<file path="config.mk">
export PLATFORM = sky130hd
export DESIGN_NAME = cpia_unpair
export DESIGN_NICKNAME = d
export VERILOG_FILES = /design/src/rtl/cpia_unpair.sv
export SDC_FILE = /design/constraint.sdc
export NUM_CORES = 2
export LEC_CHECK = 0
export CELL_PAD_IN_SITES_DETAIL_PLACEMENT = 0
export CELL_PAD_IN_SITES_GLOBAL_PLACEMENT = 2
export CORE_MARGIN = 3
export CORE_UTILIZATION = 49
export DETAILED_ROUTE_END_ITERATION = 8
export DONT_BUFFER_PORTS = 1
export PLACE_DENSITY = 0.93
export REMOVE_ABC_BUFFERS = 1
export SYNTH_ARGS = -nofsm -noshare
export SYNTH_HDL_FRONTEND = slang
export SYNTH_SLANG_ARGS = --single-unit
export TNS_END_PERCENT = 1
</file>
<file path="constraint.sdc">
create_clock -name clk -period 24.4 [get_ports clk]
set_clock_uncertainty 0.05 [all_clocks]
set_input_delay 2.44 -clock clk [delete_from_list [all_inputs] [get_ports clk]]
set_output_delay 2.44 -clock clk [all_outputs]
set_load 0.01 [all_outputs]
</file>
<file path="src/rtl/cpia_unpair.sv">
// pipelined cantor unpairing: square root one bit per stage, then split and zigzag
// no dependencies; root stages, then triangle and output registers, all stall with en
`timescale 1ns / 1ps
module cpia_unpair #(
	parameter int NW = 33,
	parameter int TW = 2,
	parameter int OW = 17
) (
	input  logic clk,
	input  logic arst_n,
	input  logic en,
	input  logic vin,
	input  logic [NW-1:0] n,
	input  logic [TW-1:0] tag_in,
	output logic vout,
	output logic [TW-1:0] tag_out,
	output logic signed [OW-1:0] a,
	output logic signed [OW-1:0] b
);
	localparam int VW = NW + 4;
	localparam int RW = (VW + 1) / 2;

	logic [RW:0] v_s;
	logic [NW-1:0] n_s [RW+1];
	logic [VW-1:0] rem_s [RW+1];
	logic [RW-1:0] root_s [RW+1];
	logic [TW-1:0] tag_s [RW+1];

	assign v_s[0] = vin;
	assign n_s[0] = n;
	assign rem_s[0] = {n, 3'b000} + VW'(1);
	assign root_s[0] = '0;
	assign tag_s[0] = tag_in;

	for (genvar i = 0; i < RW; i++) begin : g_sq
		localparam int K = RW - 1 - i;
		logic [VW-1:0] trial;
		logic [VW-1:0] rwide;
		assign rwide = VW'(root_s[i]);
		assign trial = (rwide << (K + 1)) + (VW'(1) << (2 * K));
		always_ff @(posedge clk or negedge arst_n) begin
			if (!arst_n) begin
				v_s[i+1] <= 1'b0;
			end else if (en) begin
				v_s[i+1] <= v_s[i];
			end
		end
		always_ff @(posedge clk) begin
			if (en) begin
				n_s[i+1] <= n_s[i];
				tag_s[i+1] <= tag_s[i];
				if (rem_s[i] >= trial) begin
					rem_s[i+1] <= rem_s[i] - trial;
					root_s[i+1] <= root_s[i] | (RW'(1) << K);
				end else begin
					rem_s[i+1] <= rem_s[i];
					root_s[i+1] <= root_s[i];
				end
			end
		end
	end

	// triangle stage
	logic [RW-1:0] w;
	logic [NW-1:0] t_c;
	logic [2*RW-1:0] wsq;
	logic v_t, v_o;
	logic [NW-1:0] n_t, t_t;
	logic [RW-1:0] w_t;
	logic [TW-1:0] tag_t;
	assign w = (root_s[RW] - RW'(1)) >> 1;
	assign wsq = (2*RW)'(w) * (2*RW)'(w + RW'(1));
	assign t_c = NW'(wsq >> 1);

	always_ff @(posedge clk or negedge arst_n) begin
		if (!arst_n) begin
			v_t <= 1'b0;
			v_o <= 1'b0;
		end else if (en) begin
			v_t <= v_s[RW];
			v_o <= v_t;
		end
	end

	logic [NW-1:0] sec, fir;
	assign sec = n_t - t_t;
	assign fir = NW'(w_t) - sec;

	function automatic logic signed [OW-1:0] zz(input logic [NW-1:0] c);
		logic [NW-1:0] h;
		h = c >> 1;
		if (c[0]) return OW'(h + NW'(1));
		return OW'(-h);
	endfunction

	always_ff @(posedge clk) begin
		if (en) begin
			n_t <= n_s[RW];
			t_t <= t_c;
			w_t <= w;
			tag_t <= tag_s[RW];
			a <= zz(fir);
			b <= zz(sec);
			tag_out <= tag_t;
		end
	end
	assign vout = v_o;
endmodule

</file>
=== Word level (Yosys, flattened, before mapping) ===
Index checks and enable logic that the tools add are counted.

* Output and inout port bits: 37
* Flip-flop bits (word level): 1520
* Word-level logic and storage cells: 213

* Add/subtract/negate cells: 45
* Muxes and demuxes: 27
* Order comparisons: 19
* $mul: 1

{| class="wikitable"
|+ Operators by type and width
! operator !! count
|-
| two-way mux 37 bit || 18
|-
| greater-or-equal comparator 37 bit || 2
|-
| subtractor 37 bit || 2
|-
| two-way mux 17 bit || 4
|-
| adder 36 x 1 -> 37 bit, second input constant || 1
|-
| adder 36 x 33 -> 37 bit, second input constant || 1
|-
| adder 37 x 35 -> 37 bit, second input constant || 1
|-
| greater-or-equal comparator 37 x 21 -> 1 bit || 1
|-
| greater-or-equal comparator 37 x 22 -> 1 bit || 1
|-
| greater-or-equal comparator 37 x 23 -> 1 bit || 1
|-
| greater-or-equal comparator 37 x 24 -> 1 bit || 1
|-
| greater-or-equal comparator 37 x 25 -> 1 bit || 1
|-
| greater-or-equal comparator 37 x 26 -> 1 bit || 1
|-
| greater-or-equal comparator 37 x 27 -> 1 bit || 1
|-
| greater-or-equal comparator 37 x 28 -> 1 bit || 1
|-
| greater-or-equal comparator 37 x 29 -> 1 bit || 1
|-
| greater-or-equal comparator 37 x 30 -> 1 bit || 1
|-
| greater-or-equal comparator 37 x 31 -> 1 bit || 1
|-
| greater-or-equal comparator 37 x 32 -> 1 bit || 1
|-
| greater-or-equal comparator 37 x 33 -> 1 bit || 1
|-
| greater-or-equal comparator 37 x 34 -> 1 bit || 1
|-
| greater-or-equal comparator 37 x 35 -> 1 bit || 1
|-
| greater-or-equal comparator 37 x 36 -> 1 bit || 1
|-
| greater-or-equal comparator 37 bit, second input constant || 1
|-
| 40 further kinds || 46
|}

=== Longest topological paths before layout ===
* Depth in word-level cells: 5
* Gate-level depth with buffers: 32
* Mapped depth without buffers: 31

=== Worst setup path before layout ===
Ideal clock, no wire load.

* Path type: reg2reg
* Start point: register root_s[1] (netlist name)
* End point: register t_t[17] (data pin)
* Library setup time: 0.258 ns
* Path buffers: 1
* Stages on the path, launching flop included: 30
* Slack: 15.855 ns
* Arrival: 8.237 ns
* Cells stage by stage: edfxtp_1 -> inv_1 -> ha_1 -> or4b_1 -> or4_1 -> xor2_1 -> inv_2 -> nand4_2 -> or3_1 -> buf_2 -> nor4_1 -> xnor2_1 -> nand2_1 -> fa_1 -> fa_1 -> fa_1 -> fa_1 -> fa_1 -> fa_1 -> xor2_1 -> xnor2_1 -> xnor2_1 -> xnor2_1 -> xnor2_1 -> xnor3_1 -> xnor3_1 -> xnor2_1 -> xnor2_1 -> xnor3_1 -> xnor2_1

* Cells in the longest elaborated chain, start to end: 3

{| class="wikitable"
|+ RTL lines
! what !! line !! RTL
|-
| start, declared || 26 || <nowiki>logic [RW-1:0] root_s [RW+1];</nowiki>
|-
| start signal, assigned by index || 54 || <nowiki>root_s[i+1] <= root_s[i] | (RW'(1) << K);</nowiki>
|-
| start signal, assigned by index || 57 || <nowiki>root_s[i+1] <= root_s[i];</nowiki>
|-
| subtractor 19 x 1 -> 19 bit * || 71 || <nowiki>assign w = (root_s[RW] - RW'(1)) >> 1;</nowiki>
|-
| named net w[7] || 64 || <nowiki>logic [RW-1:0] w;</nowiki>
|-
| adder 18 x 1 -> 19 bit || 72 || <nowiki>assign wsq = (2*RW)'(w) * (2*RW)'(w + RW'(1));</nowiki>
|-
| multiplier 18 x 19 -> 19 bit * || 72 ||
|-
| named net wsq[18] || 66 || <nowiki>logic [2*RW-1:0] wsq;</nowiki>
|-
| end signal, assigned || 99 || <nowiki>t_t <= t_c;</nowiki>
|-
| end, declared || 68 || <nowiki>logic [NW-1:0] n_t, t_t;</nowiki>
|}

Mark *: on every way through the listed nets, which the timed path passes. The rest lies on a longest branch.
A chain may end at the register's enable or synchronous reset.

=== Final worst setup path ===
* Start point: register root_s[0] (netlist name)
* End point: register t_t[17] (data pin)

Same word-level chain as after synthesis.

==> results by group <==
Run status
  • Status: finished, violations left
  • Failing checks: max-slew violations

Place
  • Placed cells: around 5,400
  • Place WS: 14,670 ps
  • IO Port Bufs: 0
  • Gpl congestion: a little under 0.9
  • Placed wire-length estimate: roughly 63,000 um

Timing
  • Final setup fails: 0
  • Final Hold Vio Count: 0
  • Setup TNS: 0 ps
  • Fin crit share: between 30% and 40%
  • Final worst setup slack: around 15,000 ps
  • Worst-Margin Slew: a little under 2000 ps
  • RSZ-0062 raised after global routing: false
  • Min cycle time layout: ~9700 ps
  • Final Slew Violations: roughly 570
  • Slew headroom: -30.3%
  • FMAX: just over 0.1 GHz

Global routing
  • Vias in the first global route: 28,900
  • Grt total ovfl: 0
  • All-layer global routing usage: around 17%
  • Antenna violations before repair: 0
  • Pin count of the biggest net entering global routing: 1,052
  • First-pass GRT wire length: between 100,000 and 150,000 um

Setup path
  • Slowest-stage cell, CP: or4b_1
  • Crit start category: flip-flop
  • Most frequent CP cell: xnor2_1
  • CP required: roughly 25,000 ps
  • Slowest stage delay, CP: between 600 and 700 ps
  • Worst Path Arrival: a little over 10,000 ps
  • Worst Setup End Kind: flip-flop
  • Setup CP Type: reg -> reg
  • Worst-path maximum fanout: 12

Routing
  • Vias/cell: just over 5
  • Uppermost layer routed: met4
  • Iter 0 DRT Violations: 2,005
  • 1st-pass router iterations: 5
  • Met2 WL: 44,800 um
  • Final wirelength: 90,900 um
  • DRC: 0
  • DR WL met3: ~3800 um
  • Metal-1 WL: between 40,000 and 50,000 um
  • Routed Antenna Nets: 0
  • Vias: a little under 30,000
  • DR WL/cell: between 15 and 20 um

Yosys
  • Ys flop type: edfxtp_1
  • Yosys cell types: 76
  • Most common cell in the netlist: edfxtp_1
  • Post-Syn Area: approximately 0.052 mm^2
  • Synth top area cells: edfxtp_1 59%, ha_1 6.5%, fa_1 4.9%, inv_1 3.5%, xnor2_1 3.3%
  • Post-synth top area share: between 50% and 60%
  • Post-synthesis async set-or-reset flop share: under 10%
  • Post-synth EDFFs: 1,030
  • Commonest cells post-synth: 1,030 x edfxtp_1, 486 x inv_1, 298 x nor2_1
  • Gate Count Post-Synth: approximately 4,100
  • Synthesis-stage register bit count: 1,051
  • Seq/Total Area, Yosys: 60.3%
  • Mean post-synth cell area: around 13 um^2
  • Synth area leader: edfxtp_1
  • Synth Warn #: 0

Clock tree
  • CTS tree: built
  • Hold_buf cts: 0
  • Clock transition at path regs: around 60 ps
  • H-tree depth: 3
  • Post-CTS sizing: 0
  • Clk Latency, worst-skew pair: about 710 ps
  • Setup Fix Bufs, Post-CTS: 0
  • CTS Sinks: around 1,100
  • Cts bufs inserted: about 110
  • CTS Root Buffer Type: clkbuf_16
  • Max clock buf depth: 3

Layout
  • Fill cell count: slightly below 9,000
  • Fin nets: around 4,600
  • Final Util: about 55%
  • Share of post-route cells with drive strength above 1: 6.34%
  • Area Overhead vs Synth: 10.6%
  • Final Non-Filler Cells: between 5,000 and 6,000
  • Antenna cells: 0

Power and ir drop
  • Pwr Density: slightly below 100 mW/mm^2
  • VDD IR max: approximately 0.069 mV
  • Leak Pwr: between 20 and 25 nW

Floorplan
  • Die X: 332 um
  • Die Ht: ~330 um
  • Core box area: around 0.11 mm^2
  • Initial Utilization: roughly half
  • Rows: ~120
  • IO Count: 76
  • Die area: 0.110 mm^2

Job
  • MaxCap Viol Count: 0

Worst hold path
  • Hold Path Class: reg -> reg
==> flip-flops by register name (all words and copies together) (netlist names), 2 cells and up <==
| name | count |
|---|---|
| rem_s | 395 |
| n_s | 334 |
| g_sq.rwide | 153 |
| tag_s | 38 |
| v_s | 19 |
| n_t | 18 |
| root_s | 18 |
| t_t | 18 |
| w_t | 18 |
| a | 17 |
| b | 17 |
| tag_out | 2 |
| tag_t | 2 |
==> through the flow <==
step           area, um^2  hold WS [ps]  total power (W)
3_5_place_dp        53800           355          0.00394
3_3_place_gp        53800           350          0.00392
5_1_grt             57600           349          0.00597
4_1_cts             57500           340          0.00564
2_1_floorplan       51900           350          0.00354
6_report            57600           330          0.00562
==> final timing paths <==
kind	start	end	slack (ps)	cells after the start
hold reg to reg	n_s[540]	n_s[507]	330	0
setup reg to reg	root_s[0]	t_t[17]	14670	29
hold / removal	n_s[540]	n_s[507]	330	0
min in group asynchronous	arst_n	v_s[17]	1370	0
max in group asynchronous	arst_n	v_s[5]	22850	0
setup / recovery	root_s[0]	t_t[17]	14670	29
==> report_power, final <==
part           switching [W]  leakage, nW  internal [W]
Clock               0.000690         1.78      0.000984
Combinational       0.000884         10.6      0.000651
Sequential          0.000123         10.1       0.00229
==> final cells by class <==
class	instances	area, um^2	share of cell area, %
well taps	1391	1740	3.02
flip-flops and latches	1051	31500	54.6
inverters	496	1860	3.23
clock buffers	130	2830	4.91
multi-input cells	2466	18600	32.2
clock inverters	72	873	1.52
repair buffers	28	290	0.504
==> cell usage in the layout (no fill, tap or decap), types with 40 or more instances in the layout <==
master / count
edfxtp_1: 1030
nor2_1: 298
nor3_1: 103
or3_1: 45
nand2_1: 255
xor2_1: 133
a21oi_1: 170
clkbuf_16: 110
ha_1: 271
fa_1: 128
inv_1: 486
nor2b_1: 43
nand2b_1: 75
nand3_1: 40
o31ai_1: 55
o21a_1: 55
nor4_1: 53
o21ai_0: 172
xnor2_1: 194
==> metal layers <==
metal | track usage, % | up-vias
li1 | - | 14600
met2 | 28.8 | 438
met4 | 4.48 | 0
met3 | 3.03 | 125
met5 | 0 | -
met1 | 21.7 | 13900
==> cell families after synthesis <==
kind of cell               synth area share [%]
xor gates and xnor gates                   5.75
other                                   0.00719
AOI/OAI and AO/OA                          7.41
and+or+nand+nor                            10.0
adders and majority gates                  11.4
buffers and inverters                      4.03
muxes                                     0.996
DFF                                        60.3
==> worst max-delay path, delay by kind of cell (launching register included) <==
family	cells	cell delay, ps
flip-flops	1	450
adder cells (fa/ha/maj)	7	3180
buffers and inverters	3	480
AND/OR/NAND/NOR	6	2430
XOR/XNOR	13	2830
Note: power is estimated with default switching activity, not from simulation.
