<file path="src/rtl/cpia_pkg.sv">
// cantor unpairing block: shared types and constants
// no dependencies
`timescale 1ns / 1ps
package cpia_pkg;
	localparam int OPERAND_W = 17;
	localparam int OUTCOME_W = 33;
	localparam int ADVANCE_W = 2;

	typedef enum logic [1:0] {
		OP_ADD = 2'd0,
		OP_SUB = 2'd1,
		OP_MUL = 2'd2,
		OP_DIV = 2'd3
	} op_t;

	typedef logic signed [OPERAND_W-1:0] operand_t;
	typedef logic signed [OUTCOME_W-1:0] outcome_t;
	typedef logic [ADVANCE_W-1:0] advance_t;
endpackage

</file>
<file path="src/rtl/cpia_divide.sv">
// pipelined signed restoring divider, one quotient bit per stage
// depends on cpia_pkg; stalls with en
`timescale 1ns / 1ps
module cpia_divide #(
	parameter int PW = 60,
	parameter int OW = 17
) (
	input  logic clk,
	input  logic arst_n,
	input  logic en,
	input  logic vin,
	input  logic signed [OW-1:0] a,
	input  logic signed [OW-1:0] b,
	input  logic [PW-1:0] pay_in,
	output logic vout,
	output logic [PW-1:0] pay_out,
	output cpia_pkg::outcome_t q
);
	import cpia_pkg::*;
	localparam int MW = OW;
	logic [MW:0] v_s;
	logic [MW-1:0] num_s [MW+1];
	logic [MW-1:0] rem_s [MW+1];
	logic [MW-1:0] den_s [MW+1];
	logic neg_s [MW+1];
	logic [PW-1:0] pay_s [MW+1];

	assign v_s[0] = vin;
	assign num_s[0] = a[MW-1] ? MW'(-a) : MW'(a);
	assign den_s[0] = b[MW-1] ? MW'(-b) : MW'(b);
	assign neg_s[0] = a[MW-1] ^ b[MW-1];
	assign rem_s[0] = '0;
	assign pay_s[0] = pay_in;

	for (genvar i = 0; i < MW; i++) begin : g_dv
		logic [MW:0] r2;
		assign r2 = {rem_s[i], num_s[i][MW-1]};
		always_ff @(posedge clk or negedge arst_n) begin
			if (!arst_n) begin
				v_s[i+1] <= 1'b0;
			end else if (en) begin
				v_s[i+1] <= v_s[i];
			end
		end
		always_ff @(posedge clk) begin
			if (en) begin
				den_s[i+1] <= den_s[i];
				neg_s[i+1] <= neg_s[i];
				pay_s[i+1] <= pay_s[i];
				if (r2 >= {1'b0, den_s[i]}) begin
					rem_s[i+1] <= MW'(r2 - {1'b0, den_s[i]});
					num_s[i+1] <= {num_s[i][MW-2:0], 1'b1};
				end else begin
					rem_s[i+1] <= MW'(r2);
					num_s[i+1] <= {num_s[i][MW-2:0], 1'b0};
				end
			end
		end
	end

	logic [OUTCOME_W-1:0] mag;
	assign mag = OUTCOME_W'(num_s[MW]);
	assign vout = v_s[MW];
	assign pay_out = pay_s[MW];
	assign q = (den_s[MW] == '0) ? '0 : (neg_s[MW] ? outcome_t'(-mag) : outcome_t'(mag));
endmodule
</file>
<file path="config.mk">
export PLATFORM = sky130hd
export DESIGN_NAME = cpia_divide
export DESIGN_NICKNAME = d
export VERILOG_FILES = /design/src/rtl/cpia_pkg.sv /design/src/rtl/cpia_divide.sv
export SDC_FILE = /design/constraint.sdc
export NUM_CORES = 2
export LEC_CHECK = 0
export BUFFER_PORTS_ARGS = -buffer_cell sky130_fd_sc_hd__buf_2
export CORE_MARGIN = 2
export CORE_UTILIZATION = 61
export CTS_CLUSTER_DIAMETER = 40
export DETAILED_ROUTE_END_ITERATION = 12
export PLACE_DENSITY = 0.78
export RECOVER_POWER = 50
export SYNTH_ARGS = -nofsm -noshare
export SYNTH_HDL_FRONTEND = slang
export SYNTH_SLANG_ARGS = --single-unit
</file>
<file path="constraint.sdc">
create_clock -name clk -period 4.2 [get_ports clk]
set_input_delay 0.84 -clock clk [delete_from_list [all_inputs] [get_ports clk]]
set_output_delay 0.84 -clock clk [all_outputs]
set_load 0.005 [all_outputs]
</file>
**Word-level counts from Yosys, hierarchy flattened**

Cells that the tools add are included.

- $add $sub $neg: 19
- Multiply operators: 0
- Div/mod/pow operators: 0
- Magnitude comparators: 17
- Equality and inequality tests: 0
- Shift-type cells: 0
- Mux-type cells: 37
- Bitwise gates (word level): 1
- Reduce and logical (&&, ||, !) cells: 1

Operator list:

| operator | count |
|---|---|
| $mux W17 | 17 |
| $ge A18 B17 Y1 | 16 |
| $sub A17 B17 Y17 | 15 |
| $mux W33 | 2 |
| $neg A17 Y17 | 2 |
| $neg A17 Y33 | 1 |
| $mux W1 | 18 |
| $ge A1 B17 Y1 | 1 |
| $logic_not A17 Y1 | 1 |
| $sub A1 B17 Y17 | 1 |
| $xor A1 B1 Y1 | 1 |

- Register bits after elaboration: 1904
- Bits in latches: 0
- Bits in writable memories: 0
- ROM bits: 0
- Input port bits: 98
- Output and inout port bits: 94
- Word-level logic and storage cells: 177
- Memories: 0

**Depth between registers and ports, before layout**

- Depth in word-level cells: 4
- Depth in mapped cells: 14
- Gate-level depth less buffers: 12

**Worst setup path before layout**

No wires, ideal clock.

- Path type: in2reg
- Start: input port b[0]
- End: register rem_s (netlist bit g_dv[1].r2[1]) (data pin)
- Setup time: 0.261 ns
- Arrival time: 3.061 ns
- Required time: 3.939 ns
- Setup slack: 0.878 ns
- Stages on the path: 10
- Path buffers: 1
- Cell sequence: inv_1 -> ha_1 -> or4b_1 -> or4b_4 -> o31ai_4 -> xnor2_1 -> or2_1 -> buf_6 -> nor3_4 -> mux2i_1

RTL lines:

| element | line | RTL |
|---|---|---|
| start, declared | cpia_divide.sv:13 | `input logic signed [OW-1:0] b,` |
| end signal, assigned by index | cpia_divide.sv:51 | `rem_s[i+1] <= MW'(r2 - {1'b0, den_s[i]});` |
| end signal, assigned by index | cpia_divide.sv:54 | `rem_s[i+1] <= MW'(r2);` |
| end, declared | cpia_divide.sv:23 | `logic [MW-1:0] rem_s [MW+1];` |

**Worst setup path in the final report**

- Start: register num_s (netlist bit mag[3])
- End: output port q[15]

- Word-level cells in the longest chain between the ends: 3

Ends and longest elaborated chain:

| element | line | RTL |
|---|---|---|
| start, declared | cpia_divide.sv:22 | `logic [MW-1:0] num_s [MW+1];` |
| start signal, assigned by index | cpia_divide.sv:52 | `num_s[i+1] <= {num_s[i][MW-2:0], 1'b1};` |
| start signal, assigned by index | cpia_divide.sv:55 | `num_s[i+1] <= {num_s[i][MW-2:0], 1'b0};` |
| $neg A17 Y33 | cpia_divide.sv:65 | `assign q = (den_s[MW] == '0) ? '0 : (neg_s[MW] ? outcome_t'(-mag) : outcome_t'(mag));` |
| $mux W33 (2 in series) | cpia_divide.sv:65 |  |
| end, declared | cpia_divide.sv:17 | `output cpia_pkg::outcome_t q` |

Every way passes these cells.

==> flow_summary.yaml <==
outcome:
  status: "complete, but fails checks"
  violations_in_the_final_reports: "capacitance limit, slew limit"
sta:
  fmaxAchievable_ghz: 0.250
  fin_tns_setup_ps: 0
  timing_worst_slew_pin_value_ps: 2900
  final_max_slew_viol_count: 84
  timing.final.setup_violations: 0
  period_share: 0.952
  maxSlewHeadroom: -0.931
  clock_skew_ps: 46.5
  grt_setup_unrepaired: "false"
  finalHoldViolations: 0
  post-route-min-period_ps: 4000
route:
  first_iter_violations: 2461
  drcViolationCount: 0
  routed-via-count: 35800
  wl_per_cell_um: 16.8
  route.final.wire_length_um: 111000
  ant_nets: 0
  drt_pre_antenna_iters: 5
  post_drt_via_cell_ratio: 5.42
clock_network:
  cts_sinks: 1904
  clock_insertion_delay_at_the_later_pin_of_the_skew_report_ps: 810
  clk_pin_slew_worst_paths_ps: 60
  maximum_level_of_the_cts_h_tree: 4
  tritoncts: "yes"
  root_buffer: "sky130_fd_sc_hd__clkbuf_16"
  cts_buffers: 209
  max-clock-path-buffers: 3
final_layout:
  syn_to_final_growth_pct: 13.7
  diode_insertion_count_for_antenna_repair: 0
  nets: 5190
  final_area_sq_um: 84700
  post_route_cells_drive_above_1_share: 0.156
global_route:
  grt_start_max_net_pins: 142
  grt_overflow_total: 0
  track_usage: 0.178
  antenna_found_initial: 0
  first_global_vias: 36200
  grt_first_pass_wirelength_um: 179000
critical_path:
  crit_path_top_delay_cell: "sky130_fd_sc_hd__or4_1"
  setup.worst_path.class: "reg -> out"
  cp_max_fo: 4
  critical_path.startpoint_type: "flop"
  worst_path_dominant_cell_family: "simple AND/OR/NAND/NOR gates"
  worst_path_largest_cell_delay_ps: 470
  endpoint_kind: "output pin"
  worstReg2RegStart: "g_dv[4].r2[0]$_DFFE_PP_"
  path_buf_inv: 2
  crit_arrival_ps: 3160
  regToRegSetupSlack_ps: 310
  path_cells: "nor4_4, buf_4, nand2_1, or4_1, or2_2, o31ai_1, xor2_1, nor2_1, buf_2"
  startpoint: "mag[3]$_DFFE_PP_"
  critPathRequiredTime_ps: 3360
power:
  power.sequential.fraction: 0.452
  vdd_ir_drop_max_mv: 0.528
  combinationalPowerShare: 0.226
  power.internal_mw: 40.9
  power_switching_share: 0.270
  power_density_nw_per_um2: 661
  clock_network_fraction_of_total_power: 0.322
  leakage_nw: 31.6
  net_load_switching_power_mw: 15.1
floorplanning:
  die-width_um: 354
  design.portCount: 192
  start_util: 0.613
  die_h_um: 354
  core.rowCount: 128
  die_area_sq_um: 125000
  placeableCoreArea_sq_um: 122000
synthesis:
  yosys_warnings: 0
  post_synth_num_cell_types: 72
  yosys_register_bits: 1904
  synth_fp_nets: 4818
  ys.flop_type: "sky130_fd_sc_hd__edfxtp_1"
  synth_seq_area_share: 0.766
  synthesized_instance_count: 4427
  syn-mean-instance-area_sq_um: 16.8
  number_of_flops_mapped_to_enable_cells_by_yosys: 1887
  synth_async_sr_flop_share: 0.00893
  synthesis.area_sq_um: 74500
run:
  max_cap_violations: 1
placed_design:
  portbufs: 191
  routabilityCongestion: 0.901
  post_dp_cell_area_sq_um: 77700
  detailed_placement_hpwl_um: 68500
worst_hold_path:
  holdCritStartpoint: "pay_in[27]"
  type_of_the_most_critical_hold_path: "in -> reg"
## path summary, 6_finish.rpt
path                                                end  cells past startpoint
worst max-delay path                              q[15]                      9
worst min-delay path               pay_s[987]$_DFFE_PP_                      1
worst max register to register  g_dv[5].r2[7]$_DFFE_PP_                     11
worst min register to register     pay_s[197]$_DFFE_PP_                      0
max in group asynchronous           v_s[15]$_DFFE_PN0P_                      2
min in group asynchronous            v_s[1]$_DFFE_PN0P_                      2
## synth_stat cells, types with 7 or more instances
| cell type | instances | share of area |
|---|---|---|
| sky130_fd_sc_hd__nand2b_1 | 43 | 0.0036 |
| sky130_fd_sc_hd__o31a_1 | 8 | 0.00094 |
| sky130_fd_sc_hd__o22ai_1 | 10 | 0.00084 |
| sky130_fd_sc_hd__ha_1 | 278 | 0.047 |
| sky130_fd_sc_hd__and2_1 | 8 | 0.00067 |
| sky130_fd_sc_hd__o21bai_1 | 31 | 0.0031 |
| sky130_fd_sc_hd__a211oi_1 | 17 | 0.0017 |
| sky130_fd_sc_hd__buf_4 | 60 | 0.0060 |
| sky130_fd_sc_hd__or2_2 | 15 | 0.0013 |
| sky130_fd_sc_hd__a31oi_1 | 27 | 0.0023 |
| sky130_fd_sc_hd__a21boi_0 | 7 | 0.00071 |
| sky130_fd_sc_hd__o41ai_1 | 9 | 0.0011 |
| sky130_fd_sc_hd__inv_1 | 367 | 0.018 |
| sky130_fd_sc_hd__a21o_1 | 91 | 0.0092 |
| sky130_fd_sc_hd__o21a_1 | 18 | 0.0018 |
| sky130_fd_sc_hd__xor2_1 | 78 | 0.0092 |
| sky130_fd_sc_hd__and3_1 | 7 | 0.00059 |
| sky130_fd_sc_hd__fa_1 | 15 | 0.0040 |
| sky130_fd_sc_hd__o21ai_0 | 170 | 0.011 |
| sky130_fd_sc_hd__a21oi_1 | 235 | 0.016 |
| sky130_fd_sc_hd__o31ai_1 | 23 | 0.0023 |
| sky130_fd_sc_hd__or4_1 | 9 | 0.00091 |
| sky130_fd_sc_hd__or3_1 | 21 | 0.0018 |
| sky130_fd_sc_hd__nor2_1 | 165 | 0.0083 |
| sky130_fd_sc_hd__dfrtp_1 | 17 | 0.0057 |
| sky130_fd_sc_hd__nor2b_1 | 37 | 0.0031 |
| sky130_fd_sc_hd__clkbuf_1 | 39 | 0.0020 |
| sky130_fd_sc_hd__nand3_1 | 29 | 0.0019 |
| sky130_fd_sc_hd__nand4_1 | 42 | 0.0035 |
| sky130_fd_sc_hd__xnor2_1 | 154 | 0.018 |
| sky130_fd_sc_hd__nor3_1 | 47 | 0.0032 |
| sky130_fd_sc_hd__nand2_1 | 152 | 0.0077 |
| sky130_fd_sc_hd__a311o_1 | 7 | 0.00094 |
| sky130_fd_sc_hd__edfxtp_1 | 1887 | 0.76 |
| sky130_fd_sc_hd__nor4_1 | 21 | 0.0018 |
| sky130_fd_sc_hd__mux2_2 | 163 | 0.025 |
| sky130_fd_sc_hd__a221oi_1 | 10 | 0.0012 |
| sky130_fd_sc_hd__mux2i_1 | 15 | 0.0020 |
## cell usage in the layout, fill, tap and decap left out, types with 17 or more instances in the layout
cell,instances
sky130_fd_sc_hd__buf_12,19
sky130_fd_sc_hd__o21a_1,18
sky130_fd_sc_hd__a21oi_1,235
sky130_fd_sc_hd__nor2b_1,37
sky130_fd_sc_hd__nand2b_1,43
sky130_fd_sc_hd__clkinvlp_4,19
sky130_fd_sc_hd__clkbuf_1,41
sky130_fd_sc_hd__o21ai_0,170
sky130_fd_sc_hd__buf_2,180
sky130_fd_sc_hd__o31ai_1,23
sky130_fd_sc_hd__nor2_1,165
sky130_fd_sc_hd__clkinv_2,28
sky130_fd_sc_hd__a31oi_1,27
sky130_fd_sc_hd__a21o_1,91
sky130_fd_sc_hd__nor3_1,47
sky130_fd_sc_hd__clkbuf_16,212
sky130_fd_sc_hd__bufinv_16,21
sky130_fd_sc_hd__o21bai_1,31
sky130_fd_sc_hd__nand4_1,42
sky130_fd_sc_hd__dfrtp_1,17
sky130_fd_sc_hd__ha_1,278
sky130_fd_sc_hd__nor4_1,17
sky130_fd_sc_hd__inv_1,367
sky130_fd_sc_hd__nand2_1,151
sky130_fd_sc_hd__xor2_1,78
sky130_fd_sc_hd__xnor2_1,154
sky130_fd_sc_hd__or3_1,21
sky130_fd_sc_hd__clkinv_1,40
sky130_fd_sc_hd__nand3_1,29
sky130_fd_sc_hd__a211oi_1,17
sky130_fd_sc_hd__edfxtp_1,1887
sky130_fd_sc_hd__mux2_2,163
sky130_fd_sc_hd__buf_4,52
## registers in the layout, indices dropped and copies added, names as in the netlist
register / flops
v_s: 16
den_s: 289
pay_out: 60
pay_s: 960
g_dv.r2: 288
mag: 17
neg_s: 17
vout: 1
num_s: 256
## per-layer routing
metal  up-vias  routed length [um]  track usage
met2       746               58600        0.322
met5         -                   0            0
met3       279                4340       0.0372
met4         0                3770       0.0740
li1      17500                   -            -
met1     17300               44100        0.205
## worst register-to-register path: stages, from the launching register on
cell and delay [ps]:
sky130_fd_sc_hd__edfxtp_1 380, sky130_fd_sc_hd__inv_1 70, sky130_fd_sc_hd__ha_1 160, sky130_fd_sc_hd__inv_1 60, sky130_fd_sc_hd__fa_1 400, sky130_fd_sc_hd__a21o_1 220
sky130_fd_sc_hd__a311oi_1 440, sky130_fd_sc_hd__a21oi_1 220, sky130_fd_sc_hd__o311a_1 410, sky130_fd_sc_hd__o21a_1 240, sky130_fd_sc_hd__a211o_1 620, sky130_fd_sc_hd__mux2_2 410
## cell type report
class | instances | area [sq um]
Multi-Input combinational cell | 2046 | 15400
Inverter | 367 | 1380
Clock inverter | 150 | 1590
Sequential cell | 1904 | 57100
Timing Repair Buffer | 271 | 1760
Fill cell | 7613 | 36900
Tap cell | 1625 | 2030
Clock buffer | 237 | 5400
## what timing repair did
action | 4_1_cts | 5_1_grt
pin swaps | 1 | 3
gates resized for setup | 1 | 6
setup buffers | 2 | 2
endpoints found under the setup margin | 1 | 1
hold buffers | 1 | 0
endpoints found under the hold margin | 17 | 0
## power by group through the flow
| stage | Sequential, mW | Combinational, mW | Clock (mW) |
|---|---|---|---|
| 6_report | 25.3 | 12.7 | 18.0 |
| 5_1_grt | 25.6 | 14.0 | 19.2 |
| 4_1_cts | 25.3 | 12.6 | 18.5 |
| 3_5_place_dp | 25.6 | 12.3 | 0 |
| 3_3_place_gp | 25.5 | 11.9 | 0 |
| 2_1_floorplan | 25.2 | 9.72 | 0 |
## through the flow
stage | std cells | util | hold slack, ps | setup WS, ps | total power [mW]
5_1_grt | 6600 | 0.697 | 114 | 3.35 | 58.8
4_1_cts | 6598 | 0.697 | 108 | 4.08 | 56.4
3_3_place_gp | 6208 | 0.639 | 400 | 427 | 37.4
3_5_place_dp | 6208 | 0.639 | 405 | 343 | 38.0
2_1_floorplan | 4427 | - | 400 | 878 | 34.9
6_report | 6600 | 0.697 | 192 | 202 | 56.0
## cells by family (layout without fill, tap and decap cells)
| logic type | after synthesis | in the layout | synth area share |
|---|---|---|---|
| xor+xnor | 232 | 232 | 0.0273 |
| mux | 178 | 178 | 0.0266 |
| flops | 1904 | 1904 | 0.766 |
| compound gates | 719 | 719 | 0.0602 |
| buf+inv | 477 | 1025 | 0.0273 |
| fa+ha+maj | 293 | 293 | 0.0507 |
| simple gates | 624 | 624 | 0.0418 |
Note: power is estimated with default switching activity, not from simulation.
